$ cat src/design/utrb_pkg.sv
// ----------------------------------------------------------------------------
// utrb_pkg
// Shared types and constants of the serial port ring buffer engine: command
// and status codes, the classified operation and the result beat.
// ----------------------------------------------------------------------------
package utrb_pkg;

    // default ring depths
    localparam int TX_DEPTH_DEF = 64;
    localparam int RX_DEPTH_DEF = 64;

    // longest host read that can be answered
    localparam logic [6:0] MAX_READ_LEN = 7'd64;

    // stream payload widths
    localparam int S_TDATA_W = 16;
    localparam int S_TUSER_W = 3;
    localparam int M_TDATA_W = 24;
    localparam int M_TUSER_W = 2;

    // input command codes
    typedef enum logic [1:0] {
        CMD_HOST_WRITE = 2'd0,
        CMD_TX_READY   = 2'd1,
        CMD_RX_BYTE    = 2'd2,
        CMD_HOST_READ  = 2'd3
    } cmd_t;

    // operation kinds handed to the back end
    typedef enum logic [1:0] {
        OP_TX_WRITE = 2'd0,
        OP_TX_POP   = 2'd1,
        OP_RX_PUSH  = 2'd2,
        OP_RX_READ  = 2'd3
    } op_kind_t;

    // result status codes
    typedef enum logic [1:0] {
        STATUS_OK      = 2'd0,
        STATUS_NO_ROOM = 2'd1,
        STATUS_SHORT   = 2'd2
    } status_t;

    // classified operation
    typedef struct packed {
        op_kind_t   kind;
        logic [7:0] data_byte;
        logic       block_first;
        logic [6:0] block_count;
        logic       zero_len;
        logic       oversize;
    } op_t;

    // one result beat
    typedef struct packed {
        status_t    status;
        logic [7:0] tx_byte;
        logic       tx_strobe;
        logic       tx_irq_enable;
        logic [7:0] rx_byte;
        logic       rx_byte_valid;
        logic       rx_overflow;
        logic       last;
    } res_t;

endpackage

$ cat src/design/utrb_ram.sv
// ----------------------------------------------------------------------------
// utrb_ram
// Generic simple dual port RAM: one write port, one read port with
// registered read data that holds while no read is issued.
// ----------------------------------------------------------------------------
module utrb_ram #(
    parameter int WIDTH = 8,
    parameter int DEPTH = 64,
    parameter int AW    = (DEPTH > 1) ? $clog2(DEPTH) : 1
) (
    input  logic             clk,
    input  logic             wr_en,
    input  logic [AW-1:0]    wr_addr,
    input  logic [WIDTH-1:0] wr_data,
    input  logic             rd_en,
    input  logic [AW-1:0]    rd_addr,
    output logic [WIDTH-1:0] rd_data
);

    logic [WIDTH-1:0] mem [DEPTH];
    logic [WIDTH-1:0] rd_data_reg;

    // write port and registered read port
    always_ff @(posedge clk)
    begin
        if (wr_en)
        begin
            mem[wr_addr] <= wr_data;
        end
        if (rd_en)
        begin
            rd_data_reg <= mem[rd_addr];
        end
    end

    assign rd_data = rd_data_reg;

endmodule

$ cat src/design/utrb_front.sv
// ----------------------------------------------------------------------------
// utrb_front
// Accepts input beats, classifies them into operations and holds them in a
// two-entry queue that decouples the input side from the ring engine.
// ----------------------------------------------------------------------------
module utrb_front (
    input  logic                           clk,
    input  logic                           rst_n,
    input  logic                           s_tvalid,
    output logic                           s_tready,
    input  logic [utrb_pkg::S_TDATA_W-1:0] s_tdata,
    input  logic [utrb_pkg::S_TUSER_W-1:0] s_tuser,
    output logic                           op_valid,
    input  logic                           op_ready,
    output utrb_pkg::op_t                  op
);
    import utrb_pkg::*;

    op_t        q_reg [2];
    op_t        q_next [2];
    logic       wr_ptr_reg, wr_ptr_next;
    logic       rd_ptr_reg, rd_ptr_next;
    logic [1:0] count_reg, count_next;
    op_t        op_in;
    cmd_t       cmd;
    logic       push;
    logic       pop;

    // classify the incoming beat
    always_comb
    begin
        cmd               = cmd_t'(s_tuser[1:0]);
        op_in.data_byte   = s_tdata[7:0];
        op_in.block_count = s_tdata[14:8];
        op_in.block_first = s_tuser[2];
        op_in.zero_len    = (s_tdata[14:8] == 7'd0);
        op_in.oversize    = (s_tdata[14:8] > MAX_READ_LEN);
        case (cmd)
            CMD_HOST_WRITE: op_in.kind = OP_TX_WRITE;
            CMD_TX_READY:   op_in.kind = OP_TX_POP;
            CMD_RX_BYTE:    op_in.kind = OP_RX_PUSH;
            CMD_HOST_READ:  op_in.kind = OP_RX_READ;
            default:        op_in.kind = OP_TX_WRITE;
        endcase
    end

    assign s_tready = (count_reg != 2'd2);
    assign op_valid = (count_reg != 2'd0);
    assign op       = q_reg[rd_ptr_reg];
    assign push     = s_tvalid && s_tready;
    assign pop      = op_valid && op_ready;

    // queue bookkeeping
    always_comb
    begin
        q_next      = q_reg;
        wr_ptr_next = wr_ptr_reg;
        rd_ptr_next = rd_ptr_reg;
        count_next  = count_reg;
        if (push)
        begin
            q_next[wr_ptr_reg] = op_in;
            wr_ptr_next        = ~wr_ptr_reg;
        end
        if (pop)
        begin
            rd_ptr_next = ~rd_ptr_reg;
        end
        if (push && !pop)
        begin
            count_next = count_reg + 2'd1;
        end
        else if (pop && !push)
        begin
            count_next = count_reg - 2'd1;
        end
    end

    // queue payload
    always_ff @(posedge clk)
    begin
        q_reg <= q_next;
    end

    // queue control
    always_ff @(posedge clk or negedge rst_n)
    begin
        if (!rst_n)
        begin
            wr_ptr_reg <= 1'b0;
            rd_ptr_reg <= 1'b0;
            count_reg  <= 2'd0;
        end
        else
        begin
            wr_ptr_reg <= wr_ptr_next;
            rd_ptr_reg <= rd_ptr_next;
            count_reg  <= count_next;
        end
    end

endmodule

$ cat src/design/utrb_back.sv
// ----------------------------------------------------------------------------
// utrb_back
// Ring engine: owns the transmit and receive rings, carries out one queued
// operation at a time and drives the registered result beat.
// ----------------------------------------------------------------------------
module utrb_back #(
    parameter int TX_DEPTH = utrb_pkg::TX_DEPTH_DEF,
    parameter int RX_DEPTH = utrb_pkg::RX_DEPTH_DEF
) (
    input  logic           clk,
    input  logic           rst_n,
    input  logic           op_valid,
    output logic           op_ready,
    input  utrb_pkg::op_t  op,
    output logic           res_valid,
    input  logic           res_ready,
    output utrb_pkg::res_t res
);
    import utrb_pkg::*;

    localparam int TAW = $clog2(TX_DEPTH);
    localparam int RAW = $clog2(RX_DEPTH);
    localparam int TFW = $clog2(TX_DEPTH + 1);
    localparam int RFW = $clog2(RX_DEPTH + 1);
    localparam int TSW = ((TFW > 7) ? TFW : 7) + 1;
    localparam int RSW = (RFW > 7) ? RFW : 7;

    typedef enum logic [1:0] {
        ST_IDLE,
        ST_TX_DATA,
        ST_RX_RD,
        ST_RX_DATA
    } state_t;

    state_t         state_reg, state_next;
    logic [TAW-1:0] tx_wr_ptr_reg, tx_wr_ptr_next;
    logic [TAW-1:0] tx_rd_ptr_reg, tx_rd_ptr_next;
    logic [TFW-1:0] tx_fill_reg, tx_fill_next;
    logic           send_active_reg, send_active_next;
    logic [6:0]     block_remaining_reg, block_remaining_next;
    logic           block_rejected_reg, block_rejected_next;
    logic [RAW-1:0] rx_wr_ptr_reg, rx_wr_ptr_next;
    logic [RAW-1:0] rx_rd_ptr_reg, rx_rd_ptr_next;
    logic [RFW-1:0] rx_fill_reg, rx_fill_next;
    logic [6:0]     rx_remaining_reg, rx_remaining_next;
    logic           res_valid_reg, res_valid_next;
    res_t           res_reg, res_next;

    logic           tx_we, tx_re, rx_we, rx_re;
    logic [7:0]     tx_rd_data, rx_rd_data;
    logic           res_free;
    logic           tx_room;
    logic           rx_short;

    // transmit ring storage
    utrb_ram #(
        .WIDTH (8),
        .DEPTH (TX_DEPTH),
        .AW    (TAW)
    ) u_tx_ram (
        .clk     (clk),
        .wr_en   (tx_we),
        .wr_addr (tx_wr_ptr_reg),
        .wr_data (op.data_byte),
        .rd_en   (tx_re),
        .rd_addr (tx_rd_ptr_reg),
        .rd_data (tx_rd_data)
    );

    // receive ring storage
    utrb_ram #(
        .WIDTH (8),
        .DEPTH (RX_DEPTH),
        .AW    (RAW)
    ) u_rx_ram (
        .clk     (clk),
        .wr_en   (rx_we),
        .wr_addr (rx_wr_ptr_reg),
        .wr_data (op.data_byte),
        .rd_en   (rx_re),
        .rd_addr (rx_rd_ptr_reg),
        .rd_data (rx_rd_data)
    );

    assign res_free = !res_valid_reg || res_ready;
    assign tx_room  = (TSW'(tx_fill_reg) + TSW'(op.block_count)) <= TSW'(TX_DEPTH);
    assign rx_short = RSW'(rx_fill_reg) < RSW'(op.block_count);

    // operation sequencer
    always_comb
    begin
        state_next           = state_reg;
        tx_wr_ptr_next       = tx_wr_ptr_reg;
        tx_rd_ptr_next       = tx_rd_ptr_reg;
        tx_fill_next         = tx_fill_reg;
        send_active_next     = send_active_reg;
        block_remaining_next = block_remaining_reg;
        block_rejected_next  = block_rejected_reg;
        rx_wr_ptr_next       = rx_wr_ptr_reg;
        rx_rd_ptr_next       = rx_rd_ptr_reg;
        rx_fill_next         = rx_fill_reg;
        rx_remaining_next    = rx_remaining_reg;
        res_valid_next       = res_valid_reg && !res_ready;
        res_next             = res_reg;
        tx_we                = 1'b0;
        tx_re                = 1'b0;
        rx_we                = 1'b0;
        rx_re                = 1'b0;
        op_ready             = 1'b0;

        case (state_reg)
            ST_IDLE:
            begin
                op_ready = res_free;
                if (op_valid && res_free)
                begin
                    res_next      = '0;
                    res_next.last = 1'b1;
                    case (op.kind)
                        OP_TX_WRITE:
                        begin
                            if (op.block_first)
                            begin
                                if (!tx_room)
                                begin
                                    block_rejected_next  = 1'b1;
                                    block_remaining_next = 7'd0;
                                    res_next.status      = STATUS_NO_ROOM;
                                end
                                else
                                begin
                                    block_rejected_next = 1'b0;
                                    send_active_next    = 1'b1;
                                    if (!op.zero_len)
                                    begin
                                        tx_we                = 1'b1;
                                        block_remaining_next = op.block_count - 7'd1;
                                    end
                                    else
                                    begin
                                        block_remaining_next = 7'd0;
                                    end
                                end
                            end
                            else if (block_rejected_reg)
                            begin
                                res_next.status = STATUS_NO_ROOM;
                            end
                            else if (block_remaining_reg != 7'd0)
                            begin
                                tx_we                = 1'b1;
                                block_remaining_next = block_remaining_reg - 7'd1;
                            end
                            if (tx_we)
                            begin
                                tx_fill_next   = tx_fill_reg + TFW'(1);
                                tx_wr_ptr_next = (tx_wr_ptr_reg == TAW'(TX_DEPTH - 1)) ?
                                                 '0 : tx_wr_ptr_reg + TAW'(1);
                            end
                            res_next.tx_irq_enable = send_active_next;
                            res_valid_next         = 1'b1;
                        end
                        OP_TX_POP:
                        begin
                            if (tx_fill_reg == '0)
                            begin
                                send_active_next       = 1'b0;
                                res_next.tx_irq_enable = 1'b0;
                                res_valid_next         = 1'b1;
                            end
                            else
                            begin
                                tx_re          = 1'b1;
                                tx_fill_next   = tx_fill_reg - TFW'(1);
                                tx_rd_ptr_next = (tx_rd_ptr_reg == TAW'(TX_DEPTH - 1)) ?
                                                 '0 : tx_rd_ptr_reg + TAW'(1);
                                state_next     = ST_TX_DATA;
                            end
                        end
                        OP_RX_PUSH:
                        begin
                            if (rx_fill_reg < RFW'(RX_DEPTH))
                            begin
                                rx_we          = 1'b1;
                                rx_fill_next   = rx_fill_reg + RFW'(1);
                                rx_wr_ptr_next = (rx_wr_ptr_reg == RAW'(RX_DEPTH - 1)) ?
                                                 '0 : rx_wr_ptr_reg + RAW'(1);
                            end
                            else
                            begin
                                res_next.rx_overflow = 1'b1;
                            end
                            res_next.tx_irq_enable = send_active_reg;
                            res_valid_next         = 1'b1;
                        end
                        OP_RX_READ:
                        begin
                            if (op.oversize || rx_short)
                            begin
                                res_next.status        = STATUS_SHORT;
                                res_next.tx_irq_enable = send_active_reg;
                                res_valid_next         = 1'b1;
                            end
                            else if (op.zero_len)
                            begin
                                res_next.tx_irq_enable = send_active_reg;
                                res_valid_next         = 1'b1;
                            end
                            else
                            begin
                                rx_remaining_next = op.block_count;
                                state_next        = ST_RX_RD;
                            end
                        end
                        default:
                        begin
                            res_valid_next = 1'b1;
                        end
                    endcase
                end
            end
            ST_TX_DATA:
            begin
                if (res_free)
                begin
                    res_next               = '0;
                    res_next.tx_byte       = tx_rd_data;
                    res_next.tx_strobe     = 1'b1;
                    res_next.tx_irq_enable = send_active_reg;
                    res_next.last          = 1'b1;
                    res_valid_next         = 1'b1;
                    state_next             = ST_IDLE;
                end
            end
            ST_RX_RD:
            begin
                rx_re             = 1'b1;
                rx_fill_next      = rx_fill_reg - RFW'(1);
                rx_remaining_next = rx_remaining_reg - 7'd1;
                rx_rd_ptr_next    = (rx_rd_ptr_reg == RAW'(RX_DEPTH - 1)) ?
                                    '0 : rx_rd_ptr_reg + RAW'(1);
                state_next        = ST_RX_DATA;
            end
            ST_RX_DATA:
            begin
                if (res_free)
                begin
                    res_next               = '0;
                    res_next.rx_byte       = rx_rd_data;
                    res_next.rx_byte_valid = 1'b1;
                    res_next.tx_irq_enable = send_active_reg;
                    res_next.last          = (rx_remaining_reg == 7'd0);
                    res_valid_next         = 1'b1;
                    state_next             = (rx_remaining_reg == 7'd0) ? ST_IDLE : ST_RX_RD;
                end
            end
            default:
            begin
                state_next = ST_IDLE;
            end
        endcase
    end

    // result payload
    always_ff @(posedge clk)
    begin
        res_reg <= res_next;
    end

    // state and control registers
    always_ff @(posedge clk or negedge rst_n)
    begin
        if (!rst_n)
        begin
            state_reg           <= ST_IDLE;
            tx_wr_ptr_reg       <= '0;
            tx_rd_ptr_reg       <= '0;
            tx_fill_reg         <= '0;
            send_active_reg     <= 1'b0;
            block_remaining_reg <= 7'd0;
            block_rejected_reg  <= 1'b0;
            rx_wr_ptr_reg       <= '0;
            rx_rd_ptr_reg       <= '0;
            rx_fill_reg         <= '0;
            rx_remaining_reg    <= 7'd0;
            res_valid_reg       <= 1'b0;
        end
        else
        begin
            state_reg           <= state_next;
            tx_wr_ptr_reg       <= tx_wr_ptr_next;
            tx_rd_ptr_reg       <= tx_rd_ptr_next;
            tx_fill_reg         <= tx_fill_next;
            send_active_reg     <= send_active_next;
            block_remaining_reg <= block_remaining_next;
            block_rejected_reg  <= block_rejected_next;
            rx_wr_ptr_reg       <= rx_wr_ptr_next;
            rx_rd_ptr_reg       <= rx_rd_ptr_next;
            rx_fill_reg         <= rx_fill_next;
            rx_remaining_reg    <= rx_remaining_next;
            res_valid_reg       <= res_valid_next;
        end
    end

    assign res_valid = res_valid_reg;
    assign res       = res_reg;

    // ring fill never exceeds depth
    a_tx_fill_bound: assert property (@(posedge clk) disable iff (!rst_n)
        tx_fill_reg <= TFW'(TX_DEPTH))
        else $error("transmit ring fill beyond depth");

    a_rx_fill_bound: assert property (@(posedge clk) disable iff (!rst_n)
        rx_fill_reg <= RFW'(RX_DEPTH))
        else $error("receive ring fill beyond depth");

    // a rejected block leaves nothing open
    a_rejected_closed: assert property (@(posedge clk) disable iff (!rst_n)
        block_rejected_reg |-> (block_remaining_reg == 7'd0))
        else $error("rejected block still has bytes open");

    // a read burst only starts when enough bytes are stored
    a_rx_burst_covered: assert property (@(posedge clk) disable iff (!rst_n)
        (state_reg == ST_RX_RD) |-> (RSW'(rx_fill_reg) >= RSW'(rx_remaining_reg)))
        else $error("read burst exceeds stored bytes");

endmodule

$ cat src/design/uart_tx_rx_ring_buffers.sv
// ----------------------------------------------------------------------------
// uart_tx_rx_ring_buffers
// Serial port buffer engine with a transmit ring and a receive ring.
// ----------------------------------------------------------------------------
// Input beats are classified and queued (two entries), then carried out one
// at a time by the ring engine. Host writes, received bytes, empty-ring
// transmitter-ready events and rejected or zero-length reads are answered
// from the idle state; a popped byte and each byte of a read first pass a
// read of the registered RAM port. Results leave through a registered
// output stage; the engine waits only while a result beat is held there,
// and the input stalls once both queue entries are taken. Ring contents are
// not cleared after reset; fill counters track what can be read.
// ----------------------------------------------------------------------------
module uart_tx_rx_ring_buffers #(
    parameter int TX_DEPTH = utrb_pkg::TX_DEPTH_DEF,
    parameter int RX_DEPTH = utrb_pkg::RX_DEPTH_DEF
) (
    input  logic                           clk,
    input  logic                           rst_n,
    input  logic                           s_tvalid,
    output logic                           s_tready,
    // data_byte [7:0], block_count [14:8], zero [15]
    input  logic [utrb_pkg::S_TDATA_W-1:0] s_tdata,
    // cmd [1:0], block_first [2]
    input  logic [utrb_pkg::S_TUSER_W-1:0] s_tuser,
    output logic                           m_tvalid,
    input  logic                           m_tready,
    // tx_byte [7:0], tx_strobe [8], tx_irq_enable [9], rx_byte [17:10],
    // rx_byte_valid [18], rx_overflow [19], zero [23:20]
    output logic [utrb_pkg::M_TDATA_W-1:0] m_tdata,
    // status [1:0]
    output logic [utrb_pkg::M_TUSER_W-1:0] m_tuser,
    output logic                           m_tlast
);
    import utrb_pkg::*;

    logic op_valid;
    logic op_ready;
    op_t  op;
    res_t res;

    // accept and classify
    utrb_front u_front (
        .clk      (clk),
        .rst_n    (rst_n),
        .s_tvalid (s_tvalid),
        .s_tready (s_tready),
        .s_tdata  (s_tdata),
        .s_tuser  (s_tuser),
        .op_valid (op_valid),
        .op_ready (op_ready),
        .op       (op)
    );

    // ring engine
    utrb_back #(
        .TX_DEPTH (TX_DEPTH),
        .RX_DEPTH (RX_DEPTH)
    ) u_back (
        .clk       (clk),
        .rst_n     (rst_n),
        .op_valid  (op_valid),
        .op_ready  (op_ready),
        .op        (op),
        .res_valid (m_tvalid),
        .res_ready (m_tready),
        .res       (res)
    );

    // result beat packing
    assign m_tdata = {4'd0, res.rx_overflow, res.rx_byte_valid, res.rx_byte,
                      res.tx_irq_enable, res.tx_strobe, res.tx_byte};
    assign m_tuser = res.status;
    assign m_tlast = res.last;

endmodule
$ cat config.mk
export PLATFORM = sky130hd
export DESIGN_NAME = uart_tx_rx_ring_buffers
export DESIGN_NICKNAME = d
export VERILOG_FILES = /design/src/design/utrb_pkg.sv /design/src/design/utrb_ram.sv /design/src/design/utrb_front.sv /design/src/design/utrb_back.sv /design/src/design/uart_tx_rx_ring_buffers.sv
export SDC_FILE = /design/constraint.sdc
export NUM_CORES = 1
export LEC_CHECK = 0
export ABC_AREA = 0
export BUFFER_PORTS_ARGS = -buffer_cell sky130_fd_sc_hd__buf_4
export CORE_AREA = 2 2 313 392
export DETAILED_ROUTE_END_ITERATION = 7
export DIE_AREA = 0 0 315 394
export SETUP_SLACK_MARGIN = 0.2
export SYNTH_ARGS = -nofsm -noshare
export SYNTH_HDL_FRONTEND = slang
export SYNTH_SLANG_ARGS = --single-unit
$ cat constraint.sdc
create_clock -name clk -period 5.2 [get_ports clk]
set_input_delay 1.04 -clock clk [delete_from_list [all_inputs] [get_ports clk]]
set_output_delay 1.04 -clock clk [all_outputs]
set_load 0.05 [all_outputs]
After elaboration in Yosys (flattened, before gate mapping)
Memories as Yosys holds them, arrays and structs flattened. A register that Yosys moved wholly into a read port is not among the register bits.
Index checks and enable logic that the tools add are counted.
{"block": "totals", "n_memories": 2, "output_inout_bits": 29, "elab_cells": 222, "mem_bits_rw": 1024, "regBits": 124}
{"name": "u_back.u_rx_ram.mem", "depth": 64, "width": 8, "read_ports": 1, "rd_clocked_by_memory_dff": 1, "write_ports": 1, "line": "utrb_ram.sv:20", "rtl": "logic [WIDTH-1:0] mem [DEPTH];"}
{"name": "u_back.u_tx_ram.mem", "depth": 64, "width": 8, "read_ports": 1, "rd_clocked_by_memory_dff": 1, "write_ports": 1, "line": "utrb_ram.sv:20"}
{"block": "classes", "n_bitwise": 5, "n_reduce_logical": 39, "eq_ne": 30, "n_mux": 90, "addsub": 14, "magnitude_cmp": 7}
{"cell": "two-way mux 7 bit", "count": 14}
{"cell": "two-way mux 20 bit", "count": 4}
{"cell": "two-way mux 23 bit", "count": 3}
{"cell": "case mux 23 bit (3 select lines)", "count": 1}
{"cell": "case mux 7 bit (2 select lines)", "count": 3}
{"cell": "bitwise mux 40 bit", "count": 1}
{"cell": "two-way mux 1 bit", "count": 40}
{"cell": "subtractor 7 x 1 -> 7 bit (second input constant)", "count": 5}
{"cell": "AND reduction 4 bit", "count": 7}
{"cell": "adder 6 x 1 -> 6 bit (second input constant)", "count": 4}
{"cell": "== test 6 bit (second input constant)", "count": 4}
{"cell": "two-way mux 6 bit", "count": 4}
{"cell": "two-way mux 2 bit", "count": 11}
{"cell": "zero test 7 bit", "count": 3}
{"cell": "demux 20 bit (select 1 bit)", "count": 1}
{"cell": "!= test 2 bit (second input constant)", "count": 8}
{"cell": "case mux 2 bit (4 select lines)", "count": 2}
{"cell": "AND reduction 5 bit", "count": 3}
{"cell": "adder 7 x 1 -> 7 bit (second input constant)", "count": 2}
{"cell": "== test 2 bit (second input constant)", "count": 6}
{"cell": "!= test 3 bit (second input constant)", "count": 4}
{"cell": "!= test 2 x 1 -> 1 bit (second input constant)", "count": 5}
{"cell": "nonzero test 2 bit", "count": 5}
{"cell": "adder 7 x 7 -> 8 bit", "count": 1}
{"cell": "other kinds (23)", "count": 44}

Longest topological paths before layout
Gate-level depths: netlist of run 1.
{"block": "logic_depth", "ltp_word": 16, "ltp_mapped": 14, "mapped_depth_nobuf": 11}

Hierarchy
From an unflattened synthesis of run 1, not the netlist that was laid out.
{"block": "unflattened", "cells_unflattened": 2487, "hier_area_um2": 47080.2}
{"module": "utrb_ram (u_back.u_rx_ram)", "area_per_inst_um2": 20270.7, "cells_each": 972, "n_inst": 1, "seq_area_each_um2": 15615.0}
{"module": "utrb_ram (u_back.u_tx_ram)", "area_per_inst_um2": 20246.9, "cells_each": 940, "n_inst": 1, "seq_area_each_um2": 15615.0}
{"module": "utrb_back", "area_per_inst_um2": 4834.6, "cells_each": 483, "n_inst": 1, "seq_area_each_um2": 2117.0}
{"module": "utrb_front", "area_per_inst_um2": 1694.1, "cells_each": 87, "n_inst": 1, "seq_area_each_um2": 1301.2}
{"module": "uart_tx_rx_ring_buffers", "area_per_inst_um2": 33.8, "cells_each": 5, "n_inst": 1, "seq_area_each_um2": 0.0}

Least setup slack after synthesis of run 1
Ideal clock, no wire load.
{"block": "synth_path", "path_kind": "register to register", "from": "reg u_front.rd_ptr_reg", "to": "mem u_back.u_tx_ram.mem[58][0], enable pin", "arrival_ps": 3924, "required_time_ps": 4829, "path_stages_with_launch": 15, "setup_time_ps": 371, "path_slack_ps": 906, "synth_period_minus_slack_ps": 4294, "path_cell_list": "dfrtp_1 -> clkbuf_1 -> clkbuf_1 -> mux2i_1 -> inv_1 -> fa_1 -> a211oi_2 -> o21ba_1 -> o221ai_2 -> nor4_4 -> nor2_2 -> buf_6 -> or4_4 -> buf_6 -> nor2_1"}
{"block": "synth_between", "elab_chain_len": 16, "word_cells_on_any_way": 18, "classes_between": "1 x add/sub; 1 x order compare; 14 x mux; 1 x bitwise; 1 x reduce/logical"}
{"item": "start: declaration", "line": "utrb_front.sv:22", "rtl": "logic rd_ptr_reg, rd_ptr_next;"}
{"item": "start signal: assignment", "line": "utrb_front.sv:97", "rtl": "rd_ptr_reg <= rd_ptr_next;"}
{"item": "NOT 1 -> 2 bit (not written as such) (*)", "line": "utrb_front.sv:49", "rtl": "assign op = q_reg[rd_ptr_reg];"}
{"item": "two-way mux 20 bit (not written as such) (*) (3 in series)", "line": "utrb_front.sv:49"}
{"item": "adder 7 x 7 -> 8 bit", "line": "utrb_back.sv:86", "rtl": "assign tx_room = (TSW'(tx_fill_reg) + TSW'(op.block_count)) <= TSW'(TX_DEPTH);"}
{"item": "less-or-equal comparator 8 x 7 -> 1 bit", "line": "utrb_back.sv:86"}
{"item": "two-way mux 1 bit", "line": "utrb_back.sv:124", "rtl": "if (!tx_room)"}
{"item": "two-way mux 1 bit", "line": "utrb_back.sv:122", "rtl": "if (op.block_first)"}
{"item": "two-way mux 1 bit", "line": "utrb_back.sv:119", "rtl": "case (op.kind)"}
{"item": "two-way mux 1 bit", "line": "utrb_back.sv:115", "rtl": "if (op_valid && res_free)"}
{"item": "two-way mux 1 bit", "line": "utrb_back.sv:111", "rtl": "case (state_reg)"}
{"item": "two-way mux 1 bit (*)", "line": "utrb_back.sv:119"}
{"item": "two-way mux 1 bit (*)", "line": "utrb_back.sv:115"}
{"item": "two-way mux 1 bit (*)", "line": "utrb_back.sv:111"}
{"item": "two-way mux 1 bit (*)", "line": "utrb_ram.sv:26", "rtl": "if (wr_en)"}
{"item": "two-way mux 1 bit (not written as such) (*)", "line": "utrb_ram.sv:28", "rtl": "mem[wr_addr] <= wr_data;"}
{"item": "end: declaration", "line": "utrb_ram.sv:20"}
Mark *: on every way between the ends. The rest lies on a longest branch, timed or not. The select of a mux whose other input is x is not followed.

Worst setup path after layout of run 1
{"block": "layout_path", "from": "reg u_front.rd_ptr_reg", "to": "mem u_back.u_tx_ram.mem[35][5], enable pin"}
Same word-level chain as after synthesis.

==> results of run 1 <==
cell usage in the layout, fill, tap and decap left out, types with 5 or more instances in the layout:
master and instances:
edfxtp_1 1103, mux4_2 336, nor2_1 172, clkbuf_16 111, buf_4 91, dfrtp_1 55, nand2_1 48, ha_1 36
inv_1 34, o21ai_0 32, clkinv_1 30, a21oi_1 27, xnor2_1 19, mux2_2 14, nand3_1 14, clkinv_2 14
and3_1 13, clkbuf_1 13, xor2_1 12, or3_1 12, and2_1 12, bufinv_16 12, mux2i_1 11, nand2b_1 10
a21o_1 9, nor3_1 9, nand3b_1 9, nor2b_1 9, clkinvlp_4 9, nand4_1 8, mux2_4 8, nor2_2 8
o31ai_1 7, buf_12 6, o22ai_1 5, clkinv_4 5
power groups by stage:
stage	sequential (mW)	combinational, mW	clock, mW
after floorplan	12.4	5.29	0
after global placement	12.5	7.77	0
after detailed placement	12.6	7.95	0
after CTS	12.4	7.97	8.19
after global routing	12.5	8.39	8.54
final	12.4	7.80	8.02
metal layers:
metal,share of wire,vias up,wire length [um]
met5,0,-,0
met4,0.029,0,2920
met3,0.049,158,4930
met2,0.53,582,52900
met1,0.40,11500,39700
li1,-,9373,-
layout make-up:
| cell class | count | area (sq um) | share of cell area |
|---|---|---|---|
| Sequential cell | 1164 | 34700 | 0.660 |
| Multi-Input combinational cell | 916 | 11300 | 0.215 |
| Inverter | 35 | 131 | 0.00250 |
| Tap cell | 1595 | 2000 | 0.0380 |
| Clock inverter | 78 | 807 | 0.0154 |
| Clock buffer | 124 | 2830 | 0.0538 |
| Timing Repair Buffer | 97 | 803 | 0.0153 |
worst max-delay path: cells and delay by family (launching register included):
kind,cells,cell delay (ns)
buffers and inverters,1,0.11
AND/OR/NAND/NOR,4,2.15
flip-flops,1,0.39
adder cells (fa/ha/maj),2,0.71
AO/OA/AOI/OAI,3,0.71
multiplexers,1,0.25
path summary, 6_finish.rpt:
kind / startpoint / endpoint / slack [ns] / cells past startpoint
setup / recovery: u_front.rd_ptr_reg / u_back.u_tx_ram.mem[35][5] / 0.46 / 11
hold / removal: rst_n / u_front.wr_ptr_reg / 0.49 / 1
setup reg to reg: u_front.rd_ptr_reg / u_back.u_tx_ram.mem[35][5] / 0.46 / 11
hold reg to reg: u_front.wr_ptr_reg / u_front.wr_ptr_reg / 0.50 / 1
max in group asynchronous: rst_n / u_back.tx_rd_ptr_reg[1] / 3.94 / 1
min in group clk: u_front.wr_ptr_reg / u_front.wr_ptr_reg / 0.50 / 1
cell families (layout without fill, tap and decap cells):
kind of cell,after synthesis,in the layout,synth area share
buffers and inverters,154,334,0.0144
multiplexers,369,369,0.170
XOR/XNOR,31,31,0.00583
other,1,4,0.0000805
AO/OA/AOI/OAI,127,127,0.0191
adder cells (fa/ha/maj),39,39,0.0110
AND/OR/NAND/NOR,346,346,0.0355
flip-flops,1164,1164,0.744
==> metrics.cfg, run 1 <==
[global_routing]
busiest_layer=met2
grt_overflow_total=0
use_met1=0.208
antenna_found_initial=2
grt_start_max_net_pins=90
grt_pass1_wl_um=151000
grt_pass1_vias=22900
use_met3=0.0255
use_met2=0.285
track_usage=0.164

[timing]
period_needed_ns=4.74
setup_viol_count_final=0
slew_headroom=0.290
fin_crit_sh=0.911
maxClockFrequency_mhz=211
setup_ws_ns=0.464
hold_violations=0
slew_violations=0
fin_skew_ns=0.0485
holdWs_ns=0.495
rsz0062_at_grt=false
setup-tns-final_ns=0
tightest_slew_ns=1.06

[power_and_ir_drop]
p_comb_frac=0.277
clkPwrFrac=0.284
total_power_mw=28.2
cellPowerDensity_nw_per_um2=537
p_int_mw=19.5
swShare=0.309
sequentialPowerShare=0.439
power.switching_mw=8.70
leakage_nw=16.4
irDropWorstVdd_mv=0.318

[detailed_routing]
wl_per_cell_um=25.1
first_pass_iters=5
via_per_inst=5.40
wl_um=101000
drtIter0Drc=1905
antenna_left=0
drc=0
vias=21600

[logic_synthesis]
postSynthCellCount=2231
yosys.cell_count.top_type=edfxtp_1
yosysUniqueCellTypes=75
syn_avg_cell_area_sq_um=20.9
synth-main-ff-cell=edfxtp_1
synth_edf_count=1103
synthTopCellsByArea=edfxtp_1 71%, mux4_2 16%, dfrtp_1 3.3%
synth.yosys.seq_area_share=0.744
ys_seq_elements=1164
yosysTopAreaCell=edfxtp_1
syn_area_sq_um=46600
synth_common_cells=1,103 x edfxtp_1, 336 x mux4_2, 173 x nor2_1, 61 x dfrtp_1, 55 x clkbuf_1
yosysTopAreaCellShare=0.711
synthArstFlopShare=0.0524
yosysWarnings=0

[placement]
placed_cells=3807
dp_slack_ns=0.456
numPortBuffers=46
gp_congestion=0.825
hpwl_um=63500
placed_area_sq_um=48900

[die]
die-height_um=394
rows=143
die_w_um=315
core-area_sq_um=121000
die-area_sq_um=124000
ios=52
start_util=0.386

[clock_network]
h-tree-depth=3
insertion_delay_ns=0.71
tritoncts=built
post_cts_resized=0
cts.sinks=1164
cts_setup_buffers=0
cts_made_buffers=110
path_clk_slew_ns=0.06
cts_root_buffer=clkbuf_16
cts_buffer_depth=3
holdBufCountCts=0

[worst_setup_path]
path_cells=mux2i_1 > inv_1 > ha_1 > fa_1 > a211oi_2 > o21ba_1 > o221ai_2 > nor4_4 > nor2_2 > or4_1 > nor2_1
critPathKind=flop to flop
crit_slowest_cell=or4_1
cp.arrival_ns=5.03
cp-start-kind=flop
required_ns=5.50
worstSetupEndpointType=flop
slowest_delay_ns=0.76
worstPathMaxFanout=8

[cells_and_area]
area_growth_pct=12.8
final_util=0.435
num_antenna_cells=0
drive_gt1_frac=0.268
nets=2386
layoutNonFillerInstCount=4009
fin_area_sq_um=52500
fillers=10200

[worst_hold_path]
hp-class=input port to async pin

[job]
cap_viol_max_count=0

[status]
status=finished, final reports clean

Power figures use the tool's default switching activity.
==> run 2, diff against run 1 <==
Clock period 5.2 ns to 5.8 ns, I/O delays scaled along.
==> metrics.cfg, run 2 (synthesized netlist as in run 1, its figures left out) <==
[status]
status=finished, final reports clean

[die]
rows=143
ios=52
die_w_um=315
start_util=0.386
die-height_um=394
core-area_sq_um=121000
die-area_sq_um=124000

[clock_network]
cts_made_buffers=107
cts_setup_buffers=0
tritoncts=built
cts_root_buffer=clkbuf_16
path_clk_slew_ns=0.07
holdBufCountCts=0
post_cts_resized=0
h-tree-depth=3
insertion_delay_ns=0.73
cts_buffer_depth=3
cts.sinks=1164

[cells_and_area]
drive_gt1_frac=0.263
nets=2367
multi_input_area_sq_um=11300
mostFrequentLayoutCells=1,103 x edfxtp_1, 336 x mux4_2, 172 x nor2_1, 107 x clkbuf_16, 77 x buf_4
area_growth_pct=12.2
fillers=10200
ff_latch_area_sq_um=34700
num_antenna_cells=0
final_common_cell=edfxtp_1

[timing]
setup-tns-final_ns=0
period_needed_ns=5.01
hold_violations=0
maxClockFrequency_mhz=200
rsz0062_at_grt=false
setup_viol_count_final=0
slew_headroom=0.307
fin_skew_ns=0.0519
tightest_slew_ns=1.04
slew_violations=0
fin_crit_sh=0.863

[placement]
hpwl_um=63600
numPortBuffers=46
gp_congestion=0.834

[global_routing]
grt_overflow_total=0
use_met2=0.289
grt_pass1_vias=22700
grt_start_max_net_pins=121
grt_pass1_wl_um=150000
track_usage=0.163
antenna_found_initial=0
use_met1=0.204
use_met3=0.0228
busiest_layer=met2

[detailed_routing]
first_pass_iters=5
drtIter0Drc=1941
vias=21600
wl_per_cell_um=25.3
drc=0
via_per_inst=5.42
wl_um=101000
antenna_left=0

[worst_setup_path]
cp.arrival_ns=5.35
worstSetupEndpointType=flop
required_ns=6.15
worstPathMaxFanout=11
cp-start-kind=flop
critPathKind=flop to flop

[worst_hold_path]
hp-class=input port to async pin

[power_and_ir_drop]
cellPowerDensity_nw_per_um2=480
total_power_mw=25.1
irDropWorstVdd_mv=0.338
leakage_nw=16.3

[job]
cap_viol_max_count=0

[run 2: cell types whose count changed in the layout (fill, tap and decap cells not counted), moves of 2 or more]
cell        before  now
clkbuf_16      111  107
inv_6            1    3
clkinv_1        30   19
clkinvlp_4       9    5
clkbuf_1        13   22
clkinv_2        14   20
bufinv_16       12   10
buf_12           6    4
buf_4           91   77
[run 2: worst max-delay path, cell delays in order (launching register included)]
cell      delay [ns]
dfrtp_1         0.56
mux2i_1         0.24
buf_4           0.17
inv_1           0.08
ha_1            0.23
fa_1            0.45
a211oi_2        0.37
o21ba_1         0.22
o221ai_2        0.17
nor4_4          0.45
nor2_2          0.20
or4_1           0.79
nor2_1          0.73
[run 2: metal layers]
layer / vias to the layer above / wire (um)
li1: 9337 / -
met2: 644 / 53400
met3: 158 / 4910
met5: - / 0
met4: 0 / 3060
met1: 11500 / 39400
[run 2: final cells by class]
cell class	count	share of cell area
flip-flops and latches	1164	0.664
multi-input cells	916	0.216
clock buffers	130	0.0531
well taps	1595	0.0382
clock inverters	68	0.0137
repair buffers	81	0.0126
inverters	35	0.00251
[run 2: path summary, 6_finish.rpt]
path	start	to	slack, ns	cells after the start
worst max-delay path	u_front.rd_ptr_reg	u_back.u_tx_ram.mem[3][1]	0.79	12
worst min-delay path	rst_n	u_back.rx_wr_ptr_reg[5]	0.28	1
worst max register to register	u_front.rd_ptr_reg	u_back.u_tx_ram.mem[3][1]	0.79	12
worst min register to register	u_back.u_tx_ram.rd_data[0]	u_back.res[13]	0.52	1
max in group asynchronous	rst_n	u_back.tx_rd_ptr_reg[0]	4.38	2
min in group clk	u_back.u_tx_ram.rd_data[0]	u_back.res[13]	0.52	1
[run 2: power breakdown]
part | total, mW | leakage (nW) | switching [mW] | internal [mW]
Sequential | 11.1 | 10.7 | 0.505 | 10.6
Clock | 7.02 | 1.70 | 3.13 | 3.89
Combinational | 6.99 | 3.87 | 4.16 | 2.83
[run 2: per-stage QoR]
| stage | cells | util | instance area (sq um) | hold slack [ns] | setup WS (ns) |
|---|---|---|---|---|---|
| after detailed placement | 3791 | 0.404 | 48700 | 0.503 | 0.797 |
| after global routing | 3989 | 0.433 | 52200 | 0.248 | 0.492 |
| final | 3989 | 0.433 | 52200 | 0.277 | 0.793 |
| after CTS | 3989 | 0.433 | 52200 | 0.226 | 0.774 |
| after floorplan | 2234 | - | 46600 | 0.461 | 1.51 |
| after global placement | 3791 | 0.404 | 48700 | 0.485 | 0.883 |
